### src/rtl/core/pgad_pkg.sv
// ----------------------------------------------------------------------------
// pgad_pkg
// Shared types, register codes and palette tables of the gray area downscaler.
// ----------------------------------------------------------------------------
package pgad_pkg;

	typedef struct packed {
		logic [7:0] palette_index;
		logic       frame_start;
	} pix_t;

	typedef struct packed {
		logic [7:0] gray_value;
		logic [7:0] out_col;
		logic [7:0] out_row;
		logic       frame_done;
	} res_t;

	typedef struct packed {
		logic [7:0] out_width;
		logic [7:0] out_height;
		logic [7:0] crop_left;
		logic [7:0] crop_top;
		logic [7:0] crop_width;
		logic [7:0] crop_height;
	} cfg_t;

	// placement of one output pixel inside the crop window
	typedef struct packed {
		logic [7:0] col;
		logic [7:0] row;
		logic       done;
	} tag_t;

	localparam logic [2:0] REG_OUT_WIDTH   = 3'd0;
	localparam logic [2:0] REG_OUT_HEIGHT  = 3'd1;
	localparam logic [2:0] REG_CROP_LEFT   = 3'd2;
	localparam logic [2:0] REG_CROP_TOP    = 3'd3;
	localparam logic [2:0] REG_CROP_WIDTH  = 3'd4;
	localparam logic [2:0] REG_CROP_HEIGHT = 3'd5;

	localparam cfg_t CFG_RESET = '{
		out_width:   8'd84,
		out_height:  8'd110,
		crop_left:   8'd0,
		crop_top:    8'd0,
		crop_width:  8'd84,
		crop_height: 8'd84
	};

	typedef logic [23:0] rgb_lut_t [128];
	typedef logic [7:0]  gray_lut_t [128];

	localparam rgb_lut_t PAL_RGB = '{
		24'h000000,24'h4a4a4a,24'h6f6f6f,24'h8e8e8e,24'haaaaaa,24'hc0c0c0,24'hd6d6d6,24'hececec,
		24'h484800,24'h69690f,24'h86861d,24'ha2a22a,24'hbbbb35,24'hd2d240,24'he8e84a,24'hfcfc54,
		24'h7c2c00,24'h904811,24'ha26221,24'hb47a30,24'hc3903d,24'hd2a44a,24'hdfb755,24'hecc860,
		24'h901c00,24'ha33915,24'hb55328,24'hc66c3a,24'hd5824a,24'he39759,24'hf0aa67,24'hfcbc74,
		24'h940000,24'ha71a1a,24'hb83232,24'hc84848,24'hd65c5c,24'he46f6f,24'hf08080,24'hfc9090,
		24'h840064,24'h97197a,24'ha8308f,24'hb846a2,24'hc659b3,24'hd46cc3,24'he07cd2,24'hec8ce0,
		24'h500084,24'h68199a,24'h7d30ad,24'h9246c0,24'ha459d0,24'hb56ce0,24'hc57cee,24'hd48cfc,
		24'h140090,24'h331aa3,24'h4e32b5,24'h6848c6,24'h7f5cd5,24'h956fe3,24'ha980f0,24'hbc90fc,
		24'h000094,24'h181aa7,24'h2d32b8,24'h4248c8,24'h545cd6,24'h656fe4,24'h7580f0,24'h8490fc,
		24'h001c88,24'h183b9d,24'h2d57b0,24'h4272c2,24'h548ad2,24'h65a0e1,24'h75b5ef,24'h84c8fc,
		24'h003064,24'h185080,24'h2d6d98,24'h4288b0,24'h54a0c5,24'h65b7d9,24'h75cceb,24'h84e0fc,
		24'h004030,24'h18624e,24'h2d8169,24'h429e82,24'h54b899,24'h65d1ae,24'h75e7c2,24'h84fcd4,
		24'h004400,24'h1a661a,24'h328432,24'h48a048,24'h5cba5c,24'h6fd26f,24'h80e880,24'h90fc90,
		24'h143c00,24'h355f18,24'h527e2d,24'h6e9c42,24'h87b754,24'h9ed065,24'hb4e775,24'hc8fc84,
		24'h303800,24'h505916,24'h6d762b,24'h88923e,24'ha0ab4f,24'hb7c25f,24'hccd86e,24'he0ec7c,
		24'h482c00,24'h694d14,24'h866a26,24'ha28638,24'hbb9f47,24'hd2b656,24'he8cc63,24'hfce070
	};

	function automatic gray_lut_t build_gray_lut();
		gray_lut_t   lut;
		int unsigned r;
		int unsigned g;
		int unsigned b;
		for (int k = 0; k < 128; k++) begin
			r = int'(PAL_RGB[k][23:16]);
			g = int'(PAL_RGB[k][15:8]);
			b = int'(PAL_RGB[k][7:0]);
			lut[k] = 8'((21 * r + 72 * g + 7 * b) / 100);
		end
		return lut;
	endfunction

	localparam gray_lut_t GRAY_LUT = build_gray_lut();

endpackage

### src/rtl/core/pgad_track.sv
// ----------------------------------------------------------------------------
// pgad_track
// Source position tracker: overlap spans, column and row closes, crop tags.
// ----------------------------------------------------------------------------
module pgad_track #(
	parameter int IN_WIDTH      = 160,
	parameter int IN_HEIGHT     = 210,
	parameter int MAX_OUT_WIDTH = 160,
	localparam int WMAX = (IN_WIDTH < MAX_OUT_WIDTH) ? IN_WIDTH : MAX_OUT_WIDTH,
	localparam int JW   = (WMAX > 1) ? $clog2(WMAX) : 1,
	localparam int OXW  = $clog2(WMAX + 1),
	localparam int OYW  = $clog2(IN_HEIGHT + 1)
) (
	input  logic                 clk,
	input  logic                 arst_n,
	input  logic                 en,
	input  logic                 pix_valid,
	input  pgad_pkg::pix_t       pix,
	input  pgad_pkg::cfg_t       cfg,
	output logic                 v_s1,
	output logic [7:0]           code_s1,
	output logic                 first_s1,
	output logic                 close_s1,
	output logic [OXW-1:0]       ox0_s1,
	output logic [OXW-1:0]       ox1_s1,
	output logic [JW-1:0]        j_s1,
	output logic [OYW-1:0]       oy0_s1,
	output logic [OYW-1:0]       oy1_s1,
	output logic                 bank_s1,
	output logic                 fresh_s1,
	output logic                 emit_s1,
	output pgad_pkg::tag_t       tag_s1
);
	import pgad_pkg::*;

	localparam int XW   = (IN_WIDTH > 1) ? $clog2(IN_WIDTH) : 1;
	localparam int YW   = (IN_HEIGHT > 1) ? $clog2(IN_HEIGHT) : 1;
	localparam int IXW  = (IN_HEIGHT > 1) ? $clog2(IN_HEIGHT) : 1;
	localparam int CPW  = $clog2(IN_WIDTH * WMAX + IN_WIDTH + 1);
	localparam int RPW  = $clog2(IN_HEIGHT * IN_HEIGHT + IN_HEIGHT + 1);
	localparam int MXW  = (IXW > JW) ? IXW : JW;
	localparam int CMPW = ((MXW > 8) ? MXW : 8) + 2;

	logic [XW-1:0]   x_q, x_c, x_n;
	logic [YW-1:0]   y_q, y_c, y_n;
	logic [JW-1:0]   j_q, j_c, j_n;
	logic [IXW-1:0]  i_q, i_c, i_n;
	logic [CPW-1:0]  xa_q, xa_c, xa_n, ja_q, ja_c, ja_n, xe;
	logic [RPW-1:0]  ya_q, ya_c, ya_n, ia_q, ia_c, ia_n, ye;
	logic [OXW-1:0]  ow, ox0, ox1;
	logic [OYW-1:0]  oh, oy0, oy1;
	logic            close, rowdone, fresh, in_crop, acc;
	logic [CMPW-1:0] ic, jc, top, bot, lft, rgt, endr, endc;
	tag_t            tag;

	assign acc = pix_valid && en;

	always_comb begin
		if (cfg.out_width == 8'd0) begin
			ow = OXW'(1);
		end else if (CMPW'(cfg.out_width) > CMPW'(WMAX)) begin
			ow = OXW'(WMAX);
		end else begin
			ow = OXW'(cfg.out_width);
		end
		if (cfg.out_height == 8'd0) begin
			oh = OYW'(1);
		end else if (CMPW'(cfg.out_height) > CMPW'(IN_HEIGHT)) begin
			oh = OYW'(IN_HEIGHT);
		end else begin
			oh = OYW'(cfg.out_height);
		end
	end

	always_comb begin
		x_c  = x_q;
		xa_c = xa_q;
		ja_c = ja_q;
		j_c  = j_q;
		y_c  = y_q;
		ya_c = ya_q;
		ia_c = ia_q;
		i_c  = i_q;
		if (pix.frame_start) begin
			x_c  = '0;
			xa_c = '0;
			ja_c = CPW'(IN_WIDTH);
			j_c  = '0;
			y_c  = '0;
			ya_c = '0;
			ia_c = RPW'(IN_HEIGHT);
			i_c  = '0;
		end
	end

	always_comb begin
		xe      = xa_c + CPW'(ow);
		close   = xe >= ja_c;
		ox0     = close ? OXW'(ja_c - xa_c) : ow;
		ox1     = (xe > ja_c) ? OXW'(xe - ja_c) : '0;
		ye      = ya_c + RPW'(oh);
		rowdone = ye >= ia_c;
		oy0     = rowdone ? OYW'(ia_c - ya_c) : oh;
		oy1     = (ye > ia_c) ? OYW'(ye - ia_c) : '0;
		fresh   = (ya_c + RPW'(IN_HEIGHT)) <= ia_c;
	end

	always_comb begin
		ic       = CMPW'(i_c);
		jc       = CMPW'(j_c);
		top      = CMPW'(cfg.crop_top);
		bot      = top + CMPW'(cfg.crop_height);
		lft      = CMPW'(cfg.crop_left);
		rgt      = lft + CMPW'(cfg.crop_width);
		endr     = (bot > CMPW'(oh)) ? CMPW'(oh) : bot;
		endc     = (rgt > CMPW'(ow)) ? CMPW'(ow) : rgt;
		in_crop  = (ic >= top) && (ic < bot) && (jc >= lft) && (jc < rgt);
		tag.col  = 8'(jc - lft);
		tag.row  = 8'(ic - top);
		tag.done = ((ic + CMPW'(1)) == endr) && ((jc + CMPW'(1)) == endc);
	end

	always_comb begin
		x_n  = x_c + XW'(1);
		xa_n = xe;
		ja_n = close ? ja_c + CPW'(IN_WIDTH) : ja_c;
		j_n  = close ? j_c + JW'(1) : j_c;
		y_n  = y_c;
		ya_n = ya_c;
		ia_n = ia_c;
		i_n  = i_c;
		if (x_c == XW'(IN_WIDTH - 1)) begin
			x_n  = '0;
			xa_n = '0;
			ja_n = CPW'(IN_WIDTH);
			j_n  = '0;
			if (y_c == YW'(IN_HEIGHT - 1)) begin
				y_n  = '0;
				ya_n = '0;
				ia_n = RPW'(IN_HEIGHT);
				i_n  = '0;
			end else begin
				y_n  = y_c + YW'(1);
				ya_n = ye;
				if (rowdone) begin
					ia_n = ia_c + RPW'(IN_HEIGHT);
					i_n  = i_c + IXW'(1);
				end
			end
		end
	end

	always_ff @(posedge clk or negedge arst_n) begin
		if (!arst_n) begin
			x_q  <= '0;
			xa_q <= '0;
			ja_q <= CPW'(IN_WIDTH);
			j_q  <= '0;
			y_q  <= '0;
			ya_q <= '0;
			ia_q <= RPW'(IN_HEIGHT);
			i_q  <= '0;
			v_s1 <= 1'b0;
		end else if (en) begin
			v_s1 <= pix_valid;
			if (acc) begin
				x_q  <= x_n;
				xa_q <= xa_n;
				ja_q <= ja_n;
				j_q  <= j_n;
				y_q  <= y_n;
				ya_q <= ya_n;
				ia_q <= ia_n;
				i_q  <= i_n;
			end
		end
	end

	always_ff @(posedge clk) begin
		if (en) begin
			code_s1  <= pix.palette_index;
			first_s1 <= (x_c == '0);
			close_s1 <= close;
			ox0_s1   <= ox0;
			ox1_s1   <= ox1;
			j_s1     <= j_c;
			oy0_s1   <= oy0;
			oy1_s1   <= oy1;
			bank_s1  <= i_c[0];
			fresh_s1 <= fresh;
			emit_s1  <= close && rowdone && in_crop;
			tag_s1   <= tag;
		end
	end

endmodule

### config.mk
export PLATFORM = sky130hd
export DESIGN_NAME = pgad_track
export DESIGN_NICKNAME = d
export VERILOG_FILES = /design/src/rtl/core/pgad_pkg.sv /design/src/rtl/core/pgad_track.sv
export SDC_FILE = /design/constraint.sdc
export NUM_CORES = 1
export LEC_CHECK = 0
export BUFFER_PORTS_ARGS = -buffer_cell sky130_fd_sc_hd__buf_2
export CORE_AREA = 2 2 168 153
export DETAILED_ROUTE_END_ITERATION = 8
export DIE_AREA = 0 0 170 155
export GPL_ROUTABILITY_DRIVEN = 0
export PLACE_DENSITY_LB_ADDON = 0.12
export SKIP_LAST_GASP = 1
export SYNTH_ARGS = -nofsm -noshare
export SYNTH_HDL_FRONTEND = slang
export SYNTH_SLANG_ARGS = --single-unit
export TNS_END_PERCENT = 50
### constraint.sdc
create_clock -name clk -period 13.7 [get_ports clk]
set_input_delay 1.37 -clock clk [delete_from_list [all_inputs] [get_ports clk]]
set_output_delay 1.37 -clock clk [all_outputs]
set_load 0.01 [all_outputs]
# Word-level counts from Yosys, hierarchy flattened
# Cells that the tools add are included.
[totals]
output_inout_bits = 71
wordCells = 102
in_bits = 61
reg_bits = 165
[op_classes]
mux = 32
n_lt_le_gt_ge = 13
n_reduce_logical = 11
add_sub_neg = 19
n_eq_ne = 4
[ops]
columns = ["operator", "count"]
rows = [
  ["$mux 8", 18],
  ["$mux 16", 7],
  ["$mux 15", 5],
  ["$sub 8x8->8", 6],
  ["$add 16x8->16 const B", 2],
  ["$add 8x1->8 const B", 4],
  ["$logic_not 8->1", 3],
  ["$add 8x1->9 const B", 2],
  ["$add 8x8->9", 2],
  ["$eq 9x9->1", 2],
  ["$gt 9x8->1", 2],
  ["$lt 8x9->1", 2],
  ["$mux 9", 2],
  ["$add 16x8->16", 1],
  ["$eq 8x8->1 const B", 2],
  ["$ge 16x16->1", 1],
  ["$ge 8x8->1", 2],
  ["$gt 16x16->1", 1],
  ["$gt 8x8->1 const B", 2],
  ["$le 16x16->1", 1],
  ["$add 15x8->15", 1],
  ["$add 15x8->15 const B", 1],
  ["$ge 15x15->1", 1],
  ["$gt 15x15->1", 1],
  ["other kinds (2)", 8],
]

# Depth between registers and ports, before layout
# Gate-level depths: netlist (run 1).
[logic_depth]
word_depth = 8
depth_mapped = 31
depth_no_buf = 26

# Worst setup path after synthesis (run 1)
# OpenSTA, ideal clock, no wires.
[synth_path]
path_type = "input to register"
start = "input pix[0] (netlist bit)"
end = "register ox0_s1[7], data pin"
cell_stages = 29
slack_ns = 7.243
path_buffers = 8
setup_ns = 0.262
required_ns = 13.438
arrival_time_ns = 6.195
cell_sequence = "buf_6 -> clkbuf_8 -> clkbuf_1 -> buf_2 -> buf_2 -> buf_1 -> nor2b_1 -> ha_1 -> inv_1 -> fa_1 -> nor2b_1 -> o21ai_0 -> a21boi_0 -> o21ai_0 -> a21boi_0 -> o21a_1 -> o211ai_1 -> xnor2_1 -> nor2_1 -> ha_1 -> a21o_1 -> a21o_1 -> a21oi_1 -> and2_1 -> nand2_1 -> o21ai_1 -> buf_2 -> buf_2 -> o21ai_0"
[synth_via]
elab_chain_cells = 4
word_cells_on_any_way = 6
classes_between = "2 x add/sub; 1 x order compare; 3 x mux"
[synth_rtl]
columns = ["element", "line", "rtl"]
rows = [
  ["start, declared", "pgad_track.sv:18", "input pgad_pkg::pix_t pix,"],
  ["$mux 15", "pgad_track.sv:84", "if (pix.frame_start) begin"],
  ["$add 15x8->15", "pgad_track.sv:97", "xe = xa_c + CPW'(ow);"],
  ["$ge 15x15->1", "pgad_track.sv:98", "close = xe >= ja_c;"],
  ["$mux 8 *", "pgad_track.sv:99", "ox0 = close ? OXW'(ja_c - xa_c) : ow;"],
  ["via ox0[7]", "pgad_track.sv:50", "logic [OXW-1:0] ow, ox0, ox1;"],
  ["end signal, assigned", "pgad_track.sv:184", "ox0_s1 <= ox0;"],
  ["end, declared", "pgad_track.sv:24", "output logic [OXW-1:0] ox0_s1,"],
]
# Mark *: on every way through the listed nets, which the timed path passes. The rest lies on a longest branch.
# A chain may end at the register's enable or synchronous reset.

# Worst setup path after layout (run 1)
[layout_path]
start = "input pix[0] (netlist bit)"
end = "register j_q[1]"
[layout_via]
elab_chain_cells = 5
word_cells_on_any_way = 10
classes_between = "2 x add/sub; 1 x order compare; 1 x eq/ne; 6 x mux"
[layout_rtl]
columns = ["element", "line", "rtl"]
rows = [
  ["$mux 15", "pgad_track.sv:84", ""],
  ["$add 15x8->15", "pgad_track.sv:97", ""],
  ["$ge 15x15->1", "pgad_track.sv:98", ""],
  ["$mux 8", "pgad_track.sv:127", "j_n = close ? j_c + JW'(1) : j_c;"],
  ["$mux 8 *", "pgad_track.sv:132", "if (x_c == XW'(IN_WIDTH - 1)) begin"],
  ["end signal, assigned", "pgad_track.sv:170", "j_q <= j_n;"],
  ["end, declared", "pgad_track.sv:46", "logic [JW-1:0] j_q, j_c, j_n;"],
]
# Every way passes the cells marked *; elsewhere a longest branch is shown, timed or not.

==> results by stage, run 1 <==
Route:
- The routed wirelength normalized by instance count is 17.8 um.
- After the first detailed-routing iteration, the DRC count stood at 824.
- The aggregate routed wire length is 34,400 um.
- The routed design uses 15,800 um of met2 wire.
- The via density per instance is 5.91.
- Once detail routing completed, the nets flagged for antenna violations numbered 0.
- The amount of wire on met3 after detailed routing is 1810 um.
- The uppermost layer routed is met4.
- The pre-antenna-repair detailed-routing pass consisted of 5 iterations.
- After detailed routing, the number of remaining DRC violations is 0.
- For this block, wires on met1 add up to 16,000 um.
- The routed layout has 11,400 vias.

Power and ir drop:
- Overall power consumption after layout is estimated at 1720 uW.
- VDD sags by at most 0.0704 mV.
- For this design the static power due to leakage is 0.00723 uW.
- The total power per unit cell area is 115 nW/um^2.

Finish:
- In the final layout, the multi-input gates occupy 8200 um^2.
- In the layout the commonest cells are 157 x nand2_1, 147 x ha_1, 129 x buf_2, 123 x inv_1, 103 x nor2_1.
- The count of cells in the finished layout, fillers not included, comes to 1,934.
- The repair_antennas step left the layout with diodes totalling 0.
- The post-layout net count is 1,826.
- The fill cell total of the finished layout is 2,184.
- The register area is 4490 um^2.
- The post-route standard cell area excluding fillers is 14,900 um^2.
- The post-route netlist has 13.3% of its cells at a drive strength greater than 1.
- The library cell used most frequently in the layout, excluding fill and tap cells, is nand2_1.
- The layout overhead on the synthesized area is 11.5%.

Synthesis:
- Of all flip-flops after synthesis, the portion carrying an async set or reset was 57.6%.
- Counting flops and latches in the post-synthesis netlist gives 165.
- The post-synthesis average cell area is 8.93 um^2.
- The Yosys step of the flow raised 0 warnings.
- The synthesized netlist devotes 17.6% of its cell area to simple gates.
- When the netlist entered floorplanning its net count stood at 1,717.
- In the synthesized netlist the dominant register cell turns out to be dfrtp_1.
- By area, the combinational part of the netlist is dominated by compound AO/OA/AOI/OAI gates.
- The synthesized netlist devotes 7.20% of its cell area to XOR and XNOR gates.
- The leading area contributor after synthesis is dfrtp_1.
- The proportion of netlist area held by the largest area contributor is 16.6%.
- Synthesis handed over a netlist of 1,499 instances.
- In the post-synthesis netlist, the biggest area contributors are dfrtp_1 17%, edfxtp_1 16%, ha_1 14%.
- Of the total synthesized cell area, the portion taken by full adders, half adders and majority gates is 15.2%.
- Summing every instance area after synthesis gives 13,400 um^2.
- The synthesized netlist contains 90 unique library cells.
- The area fraction in compound gates after synthesis is 20.1%.
- Measured against the total synthesized area, the mux share comes to 1.06%.
- The proportion of synthesized chip area in sequential cells is 33.5%.
- The number of synthesized flops with an enable pin is 70.

Timing:
- At the pin with the least slew margin, the transition time is 1030 ps.
- The setup TNS is 0 ps.
- The max-slew violation count is 0.
- Across all hold checks on the routed design, the worst slack comes to 480 ps.
- Timing would allow up to 0.151 GHz.
- The clock arrives with 17.6 ps of skew.
- The worst pin sits at a relative slew slack of 31.2%.
- Setup repair after global routing left no endpoint under its margin.
- The number of setup violations in the final report is 0.
- The ratio of final minimum period to clock period is 48.2%.
- The final number of hold-violating endpoints came to 0.
- The final critical path time including I/O delays and setup is 6600 ps.

Clock tree:
- The clock tree root driver cell is clkbuf_16.
- The clock-pin transition on the worst setup and hold timing paths is 70 ps.
- Buffers inserted during clock tree synthesis total 17.
- TritonCTS built the clock tree.
- The clock drives 165 sinks.
- The maximum level of the CTS H-tree is 4.
- For this design, the CTS-stage hold fixing added 0 buffers.
- The clock latency reported for the late side of the worst-skew pair is 450 ps.
- The worst-case clock buffer depth is 2.
- The buffers inserted during post-CTS setup optimization is 0.
- The number of gates resized after CTS was 0.

Die:
- Pin placement for this block handled 132 I/O pins.
- The horizontal die dimension is 170 um.
- The die is 155 um tall.
- The die footprint is 26,400 um^2.
- The number of core rows is 55.
- Once the floorplan was initialized, standard cells occupied 54.0% of the core.
- After floorplanning, the core was sized to cover 24,800 um^2.

Setup path:
- By startpoint and endpoint, the worst setup path is classified as in -> reg.
- The cell occurring most often along the worst timing path is o21ai_0.
- For this design, the slowest cell found on the critical path is buf_4.
- Data on the critical path is required at its endpoint by 14,080 ps.
- STA classifies the critical path startpoint as a primary input.
- The largest driver fanout on the critical path is 55.
- Data on the critical path arrives at its endpoint at 6980 ps.
- The largest stage delay on the critical path is 520 ps.
- STA classifies the critical path endpoint as a flip-flop.

Hold path:
- In this run the worst hold path is classified as reg -> reg.

Place:
- Port buffering added 131 buffers.
- In this run, placement finished with an instance count of 1,902.
- The HPWL after detailed placement is 25,400 um.
- Once placement finished, the instance area stood at 14,300 um^2.

Global routing:
- The number of antenna violations at the first check in global routing came to 0.
- The global-route wire length before repair is 56,100 um.
- The overall global routing resource usage is 26.5%.
- The pin count of the biggest net entering global routing is 66.
- The via count of the first global-routing pass is 11,300.
- The total global routing overflow is 0.

Job:
- The max capacitance violation total is 0.

Status:
- The run finished with clean final reports.
critical path: cells and delay by family:
family	cells	cell delay (ps)
and+or+nand+nor	5	670
AOI/OAI and AO/OA	12	2450
adders and majority gates	2	810
xor gates and xnor gates	1	180
buffers and inverters	5	1430
worst paths after layout:
kind                            cells after the start  slack (ps)  startpoint      end
min in group asynchronous                           1         870      arst_n   x_q[6]
worst max-delay path                               25        7100      pix[0]   j_q[1]
worst min-delay path                                2         480     xa_q[1]  xa_q[1]
max in group asynchronous                           2       11600      arst_n  ia_q[5]
worst max register to register                     24        8310     xa_q[0]   j_q[1]
worst min register to register                      2         480     xa_q[1]  xa_q[1]
report_power, final:
part / switching (uW) / leakage, uW / internal (uW)
combinational: 336 / 0.00495 / 227
clock: 220 / 0.000309 / 312
sequential: 31.4 / 0.00197 / 592
total: 587 / 0.00723 / 1130
final cells by class:
class                           count  share of cell area, %
Clock buffer                       18                   2.94
Clock inverter                     14                   1.32
Inverter                          125                   3.14
Multi-Input combinational cell   1157                   54.9
Sequential cell                   165                   30.1
Tap cell                          313                   2.62
Timing Repair Buffer              142                   4.98
metrics by stage:
stage | worst slack [ps] | util [%]
after global placement | 6920 | 57.7
after floorplan | 7240 | -
after global routing | 6560 | 60.3
after CTS | 7180 | 60.3
final | 7100 | 60.3
after detailed placement | 6720 | 57.7
per-layer routing:
metal	vias to the layer above	track usage [%]
li1	5596	-
met3	66	3.49
met4	0	8.99
met2	356	44.0
met5	-	0
met1	5416	36.0
cell families after synthesis:
kind of cell | count (synthesis)
multiplexers | 14
AO/OA/AOI/OAI | 402
XOR/XNOR | 107
adder cells (fa/ha/maj) | 157
AND/OR/NAND/NOR | 477
buffers and inverters | 177
flip-flops | 165
sequential cells by signal, summed over array words and instances (netlist names):
name      flops
ja_q         15
first_s1      1
oy1_s1        8
oy0_s1        8
ox1_s1        8
emit_s1       1
tag_s1       17
ox0_s1        8
close_s1      1
bank_s1       1
ya_q         16
code_s1       8
j_s1          8
ia_q         16
v_s1          1
y_q           8
xa_q         15
x_q           8
i_q           8
fresh_s1      1
j_q           8
Yosys cell counts (8+ instances only):
master    count
nand2_1     158
ha_1        147
inv_1       123
nor2_1      103
o21ai_0     101
dfrtp_1      89
a21oi_1      79
xnor2_1      77
edfxtp_1     70
a21o_1       47
nor2b_1      40
nand3_1      35
clkbuf_1     32
xor2_1       28
a22o_1       27
nand4_1      25
and3_1       19
nor3_1       19
o211ai_1     17
o21a_1       16
a31oi_1      15
mux2i_1      13
and2_1       12
nand2b_1     12
buf_2        10
fa_1         10
o31ai_1      10
o21bai_1      9
or3_1         9
o21ai_1       8
No activity file was read; power rests on OpenSTA's default activity.
==> run 2, diff against run 1 <==
clock period = 5.7 ns   (was 13.7 ns; I/O delays follow)
==> results by stage, run 2 (synthesis results as in run 1) <==
Route:
- The iteration-0 DRC count of the detailed router came to 762 (-7.5%).
- The aggregate routed wire length was 35,200 um (+2.2%).
- The via density per instance is 5.91 (about the same).
- The number of detailed-route iterations in the first pass is 7 (+2).
- The final routed DRC violation total is 0 (unchanged).
- The routed wirelength normalized by instance count was 18.1 um (+1.5%).
- The number of vias after detailed routing is 11,500 (+0.75%).
- The remaining antenna violation count is 0 (unchanged).

Timing:
- The setup slack after layout came to 527 ps (-6570 ps).
- The slew at the pin closest to its max-slew limit is 915 ps (-117 ps).
- Setup repair after global routing left no endpoint under its margin.
- The final number of hold-violating endpoints is 0 (unchanged).
- The final critical path time including I/O delays and setup is 5170 ps.
- Timing would allow up to 0.193 GHz.
- The number of setup violations in the final report was 0 (unchanged).
- The max-slew violation count is 0 (unchanged).
- The largest clock skew in the final design is 10.8 ps (-6.73 ps).
- The setup TNS is 0 ps (unchanged).
- The ratio of final minimum period to clock period is 90.8%.
- The headroom to the max-slew limit is 38.8% (+7.6 points).

Clock tree:
- Clock tree synthesis selected as its root buffer the cell clkbuf_16.
- The total clock buffers created by CTS is 17 (unchanged).
- The number of hold buffers added after CTS was 0 (unchanged).
- The worst-case clock buffer depth came to 2 (unchanged).
- The buffers inserted during post-CTS setup optimization is 0 (unchanged).
- The number of gates resized after CTS is 0 (unchanged).
- The clock tree from TritonCTS is yes.
- The clock latency reported for the late side of the worst-skew pair is 440 ps (about the same).
- The sink count of the clock tree came to 165 (unchanged).
- The maximum level of the CTS H-tree is 4 (unchanged).
- The clock-pin transition on the worst setup and hold timing paths is 70 ps (about the same).

Hold path:
- The class of the tightest hold or removal check is in -> async.

Die:
- The die footprint is 26,400 um^2 (unchanged).
- The vertical extent of the die is 155 um (unchanged).
- The horizontal die dimension came to 170 um (unchanged).
- The number of core rows is 55 (unchanged).
- The starting density of the core was 54.0% (unchanged).
- The I/O pin count is 132 (unchanged).
- The core outline area is 24,800 um^2 (unchanged).

Setup path:
- STA classifies the critical path endpoint as a flip-flop.
- The reg-to-reg critical path startpoint is xa_q[0].
- The element type at the critical path start is a primary input.
- The category of cells accounting for the largest share of critical-path delay is compound AO/OA/AOI/OAI gates.
- The register-to-register setup slack is 750 ps (-7560 ps).
- The number of cells on the worst reg-to-reg path is 24 (unchanged).
- The largest stage delay on the critical path is 400 ps (-120 ps).
- The worst path buffer plus inverter count is 3 (-2).
- The arrival time at the worst endpoint came to 5500 ps (-1480 ps).
- The worst setup path is of the in -> reg kind.
- The data required time of the worst path is 6020 ps (-8060 ps).
- The cell occurring most often along the worst timing path is o21ai_0.
- The largest driver fanout on the critical path is 22 (-60%).
- For this design, the slowest cell found on the critical path is fa_1.
- The worst register-to-register path ends at ja_q[11].

Status:
- The run finished with clean final reports.

Global routing:
- The total global routing overflow is 0 (unchanged).
- The via count of the first global-routing pass is 11,100 (-1.5%).
- The met2 global-route usage is 42.9% (-1.1 points).
- The overall global routing resource usage is 27.0% (+0.42 points).
- The global-route track usage on met3 is 3.05% (-0.43 points).
- The global routing usage on met1 is 38.4% (+2.4 points).
- The most used routing layer in global routing is met2.
- The global-route wire length before repair came to 56,800 um (+1.2%).
- The number of antenna violations at the first check in global routing was 0 (unchanged).
- The pin count of the biggest net entering global routing is 63 (-4.5%).

Power and ir drop:
- The total power per unit cell area was 270 nW/um^2 (+130%).
- The worst ir drop on vdd is 0.160 mV (+130%).
- The static power due to leakage is 0.00726 uW (+0.41%).

Finish:
- Compared with the post-synthesis result, the final layout area differs by 11.9%.
- The total inserted antenna cells is 0 (unchanged).
- The number of flip-flops in the largest register is 17 (unchanged).
- The largest register by flop count is tag_s1.
- The most common cell after layout, fill and taps aside is nand2_1.
- In the final layout, the registers with the most flip-flops are tag_s1 x17, ia_q x16, ya_q x16.
- The ratio of cells with drive above 1 in the final layout is 14.0% (+0.68 points).
- The library cells used most frequently in the layout, excluding fill and tap cells, are 157 x nand2_1, 147 x ha_1, 129 x buf_2, 123 x inv_1, 103 x nor2_1.
- The post-layout net count was 1,840 (+0.77%).

Place:
- The post-placement worst setup slack is 195 ps (-6530 ps).
- The estimated wirelength of the detail-placed design was 26,700 um (+4.9%).
- The count of port buffers added during placement is 131 (unchanged).

Job:
- The max capacitance violation total is 0 (unchanged).
## run 2: cell count changes in the layout (fill, tap and decap cells not counted)
cell and delta:
clkinv_4 -2, clkbuf_8 -1, bufinv_16 -2, buf_4 +14, clkinv_1 +1, clkinvlp_4 +3
inv_6 +1
## run 2: metal layers
metal  part of all wire, %  vias up
li1                      -     5629
met1                    47     5423
met2                    45      403
met3                   5.5       65
met4                   2.3        0
met5                     0        -
## run 2: how the worst max path moves through the flow
| stage | from | to | slack, ps | cells after the start |
|---|---|---|---|---|
| 6_report | cfg[41] | ja_q[11] | 530 | 27 |
| 3_5_place_dp | cfg[41] | ja_q[11] | 190 | 27 |
| 3_3_place_gp | cfg[41] | ja_q[11] | 300 | 27 |
| 4_1_cts | cfg[41] | ja_q[11] | 630 | 27 |
| 5_1_grt | cfg[41] | ja_q[13] | 60 | 27 |
| 2_1_floorplan | pix[0] | ox0_s1[7] | 40 | 29 |
## run 2: area by class of cell
type	instances	area, um^2
Sequential cell	165	4490
Multi-Input combinational cell	1157	8200
Inverter	125	469
Clock inverter	15	155
Clock buffer	17	425
Tap cell	313	392
Fill cell	2148	9800
Timing Repair Buffer	156	848
## run 2: stage by stage
stage / total power, uW / hold slack [ps] / cells / utilization [%] / area [um^2]
after global routing: 4280 / 300 / 1948 / 60.4 / 15000
final: 4040 / 208 / 1948 / 60.4 / 15000
after detailed placement: 2890 / 461 / 1916 / 58.1 / 14400
after CTS: 4070 / 261 / 1948 / 60.4 / 15000
after floorplan: 2460 / 274 / 1499 / - / 13400
after global placement: 2870 / 452 / 1916 / 58.1 / 14400
## run 2: worst reg2reg max path, cell delays in order, from the launching register on
cell and delay, ps:
dfrtp_1 340, nor2b_1 210, ha_1 200, inv_1 50, fa_1 400, nor2b_1 130
o21ai_0 120, a21boi_0 260, o21ai_0 140, a21boi_0 270, o21a_1 220, o211ai_1 160
xnor2_1 200, nor2_1 70, ha_1 320, a21o_1 110, a21o_1 100, a21oi_1 90
and2_1 160, a22oi_1 190, o21ai_2 110, buf_4 220, nor3_1 370, o21ai_0 150
a22o_1 250
## run 2: power breakdown
part           switching (uW)  total (uW)  leakage (uW)  internal, uW
clock                     525        1170      0.000272           648
sequential               71.5        1490       0.00197          1420
combinational             811        1380       0.00501           564
total                    1410        4040       0.00726          2640
==> run 3, diff against run 2 <==
CAP_MARGIN = 20   (was not set)
PLACE_DENSITY_LB_ADDON = 0.05   (was 0.12)
==> results by stage, run 3 (synthesis results as in run 1) <==
Status:
- The flow ran to the end, and the final reports show no timing, DRC or antenna violations.

Die:
- The die footprint is 26,400 um^2 (unchanged).
- The core outline area is 24,800 um^2 (unchanged).
- The I/O pin count is 132 (unchanged).
- The starting density of the core is 54.0% (unchanged).
- The vertical extent of the die came to 155 um (unchanged).
- The horizontal die dimension is 170 um (unchanged).
- The number of core rows came to 55 (unchanged).

Timing:
- The max-slew violation count was 0 (unchanged).
- Setup repair after global routing left no endpoint under its margin.
- The ratio of final minimum period to clock period is 89.1% (-1.7 points).
- The setup TNS is 0 ps (unchanged).
- The final number of hold-violating endpoints came to 0 (unchanged).
- The final critical path time including I/O delays and setup is 5080 ps (-95.5 ps).
- The largest clock skew in the final design is 9.17 ps (-1.66 ps).
- The headroom to the max-slew limit was 37.6% (-1.2 points).
- The slew at the pin closest to its max-slew limit is 937 ps (+21.8 ps).
- The maximum achievable frequency came to 0.197 GHz (+1.9%).
- The number of setup violations in the final report was 0 (unchanged).
- The final hold slack was 99.3 ps (-109 ps).

Clock tree:
- The maximum level of the CTS H-tree came to 4 (unchanged).
- The clock latency reported for the late side of the worst-skew pair is 440 ps (about the same).
- The clock tree from TritonCTS is yes.
- The number of hold buffers added after CTS is 0 (unchanged).
- The sink count of the clock tree is 165 (unchanged).
- The total clock buffers created by CTS is 17 (unchanged).
- The buffers inserted during post-CTS setup optimization was 0 (unchanged).
- The number of gates resized after CTS is 0 (unchanged).
- The clock-pin transition on the worst setup and hold timing paths is 70 ps (about the same).
- The worst-case clock buffer depth was 2 (unchanged).
- The clock tree root driver cell is clkbuf_16.

Power and ir drop:
- The worst ir drop on vdd is 0.161 mV (+0.28%).
- The power after layout is 4060 uW (+0.51%).
- The sequential cell fraction of total power is 36.8% (-0.2 points).
- The static power due to leakage is 0.00731 uW (+0.63%).
- The switching part of the total power is 34.9% (+0.048 points).
- The relative contribution of the clock network to total power came to 29.1% (about the same).
- The total power per unit cell area is 270 nW/um^2 (about the same).
- The net switching power of the design came to 1420 uW (+0.65%).
- The cell internal power dissipation was 2650 uW (+0.44%).
- The relative contribution of combinational cells to total power was 34.1% (about the same).

Global routing:
- The global-route wire length before repair came to 57,100 um (+0.68%).
- The pin count of the biggest net entering global routing was 67 (+6.3%).
- The met2 global-route usage is 44.1% (+1.2 points).
- The global-route track usage on met3 is 3.84% (+0.79 points).
- The number of antenna violations at the first check in global routing came to 0 (unchanged).
- The overall global routing resource usage was 27.2% (+0.24 points).
- The total global routing overflow is 0 (unchanged).
- The global routing usage on met1 is 38.4% (about the same).
- The most used routing layer in global routing is met2.
- The via count of the first global-routing pass was 11,100 (+0.17%).

Route:
- The number of detailed-route iterations in the first pass is 5 (-2).
- The final routed DRC violation total is 0 (unchanged).
- The routed wirelength normalized by instance count came to 18.1 um (about the same).
- The number of vias after detailed routing is 11,400 (-0.70%).
- The iteration-0 DRC count of the detailed router was 773 (+1.4%).
- The remaining antenna violation count is 0 (unchanged).
- The via density per instance is 5.85 (-1.0%).
- The aggregate routed wire length came to 35,300 um (+0.24%).

Job:
- The max capacitance violation total was 0 (unchanged).

Finish:
- The layout overhead on the synthesized area is 12.4%.
- The post-route standard cell area excluding fillers is 15,000 um^2 (+0.43%).
- The ratio of cells with drive above 1 in the final layout was 14.4% (+0.38 points).
- Leaving out fill and tap cells, the most frequent cells in the layout are 157 x nand2_1, 147 x ha_1, 129 x buf_2, 123 x inv_1, 103 x nor2_1.
- The total inserted antenna cells is 0 (unchanged).
- The most common cell after layout, fill and taps aside is nand2_1.
- Ranked by flip-flop count, first place goes to tag_s1.
- The number of flip-flops in the largest register was 17 (unchanged).
- The largest registers in the layout are tag_s1 x17, ia_q x16, ya_q x16.
- The post-layout net count is 1,846 (+0.33%).

Setup path:
- The arrival time at the worst endpoint is 5400 ps (-100 ps).
- The kind of end point of the critical path is a flip-flop.
- The classification of the worst setup path is in -> reg.
- The element type at the critical path start is a primary input.
- The cell that appears most often on the critical path is nor2_1.
- Among all stages on the critical path, the largest delay is contributed by fa_1.
- The largest stage delay on the critical path is 400 ps (about the same).
- The largest driver fanout on the critical path is 21 (-4.5%).
- The data required time of the worst path was 6020 ps (about the same).

Place:
- The estimated wirelength of the detail-placed design is 26,300 um (-1.2%).
- The count of port buffers added during placement is 131 (unchanged).
- The placement-stage cell area is 14,400 um^2 (+0.31%).

Hold path:
- The class of the tightest hold or removal check is in -> async.
==> run 3: cell type report <==
class | count | area (um^2)
clock buffers | 22 | 518
clock inverters | 10 | 82.6
fillers | 2167 | 9730
inverters | 125 | 469
multi-input cells | 1157 | 8200
flip-flops and latches | 165 | 4490
well taps | 313 | 392
repair buffers | 162 | 893
==> run 3: metrics by stage <==
| stage | setup WS [ps] | std cells | utilization, % |
|---|---|---|---|
| floorplan | 42.6 | 1499 | - |
| global placement | 265 | 1922 | 58.3 |
| detailed placement | 250 | 1922 | 58.3 |
| CTS | 670 | 1954 | 60.7 |
| global route | 128 | 1954 | 60.7 |
| finish | 622 | 1954 | 60.7 |
==> run 3: worst max-delay path, delay by kind of cell <==
kind | cells | cell delay, ps
AOI/OAI and AO/OA | 12 | 2270
adders and majority gates | 3 | 920
xor gates and xnor gates | 1 | 180
and+or+nand+nor | 7 | 1030
buffers and inverters | 3 | 440
==> run 3: power by group through the flow <==
stage,combinational (uW),sequential (uW),clock [uW]
after floorplan,908,1550,0
after global placement,1350,1520,0
after detailed placement,1380,1520,0
after CTS,1390,1500,1200
after global routing,1550,1510,1240
final,1390,1500,1180
==> run 3: path summary, 6_finish.rpt <==
check                           startpoint         end  slack (ps)  depth (start not counted)
worst max-delay path               cfg[41]      j_q[7]         620                         26
worst min-delay path                arst_n      x_q[1]         100                          1
worst max register to register     xa_q[0]      j_q[7]         810                         23
worst min register to register     xa_q[0]     xa_q[0]         470                          2
max in group asynchronous           arst_n      y_q[2]        4410                          2
min in group clk                    pix[1]  code_s1[0]         300                          1
==> run 3: routing by layer <==
layer,vias to the layer above,share of wire (%)
met5,-,0
met4,0,1.9
met1,5387,47
met2,351,45
li1,5651,-
met3,50,5.6
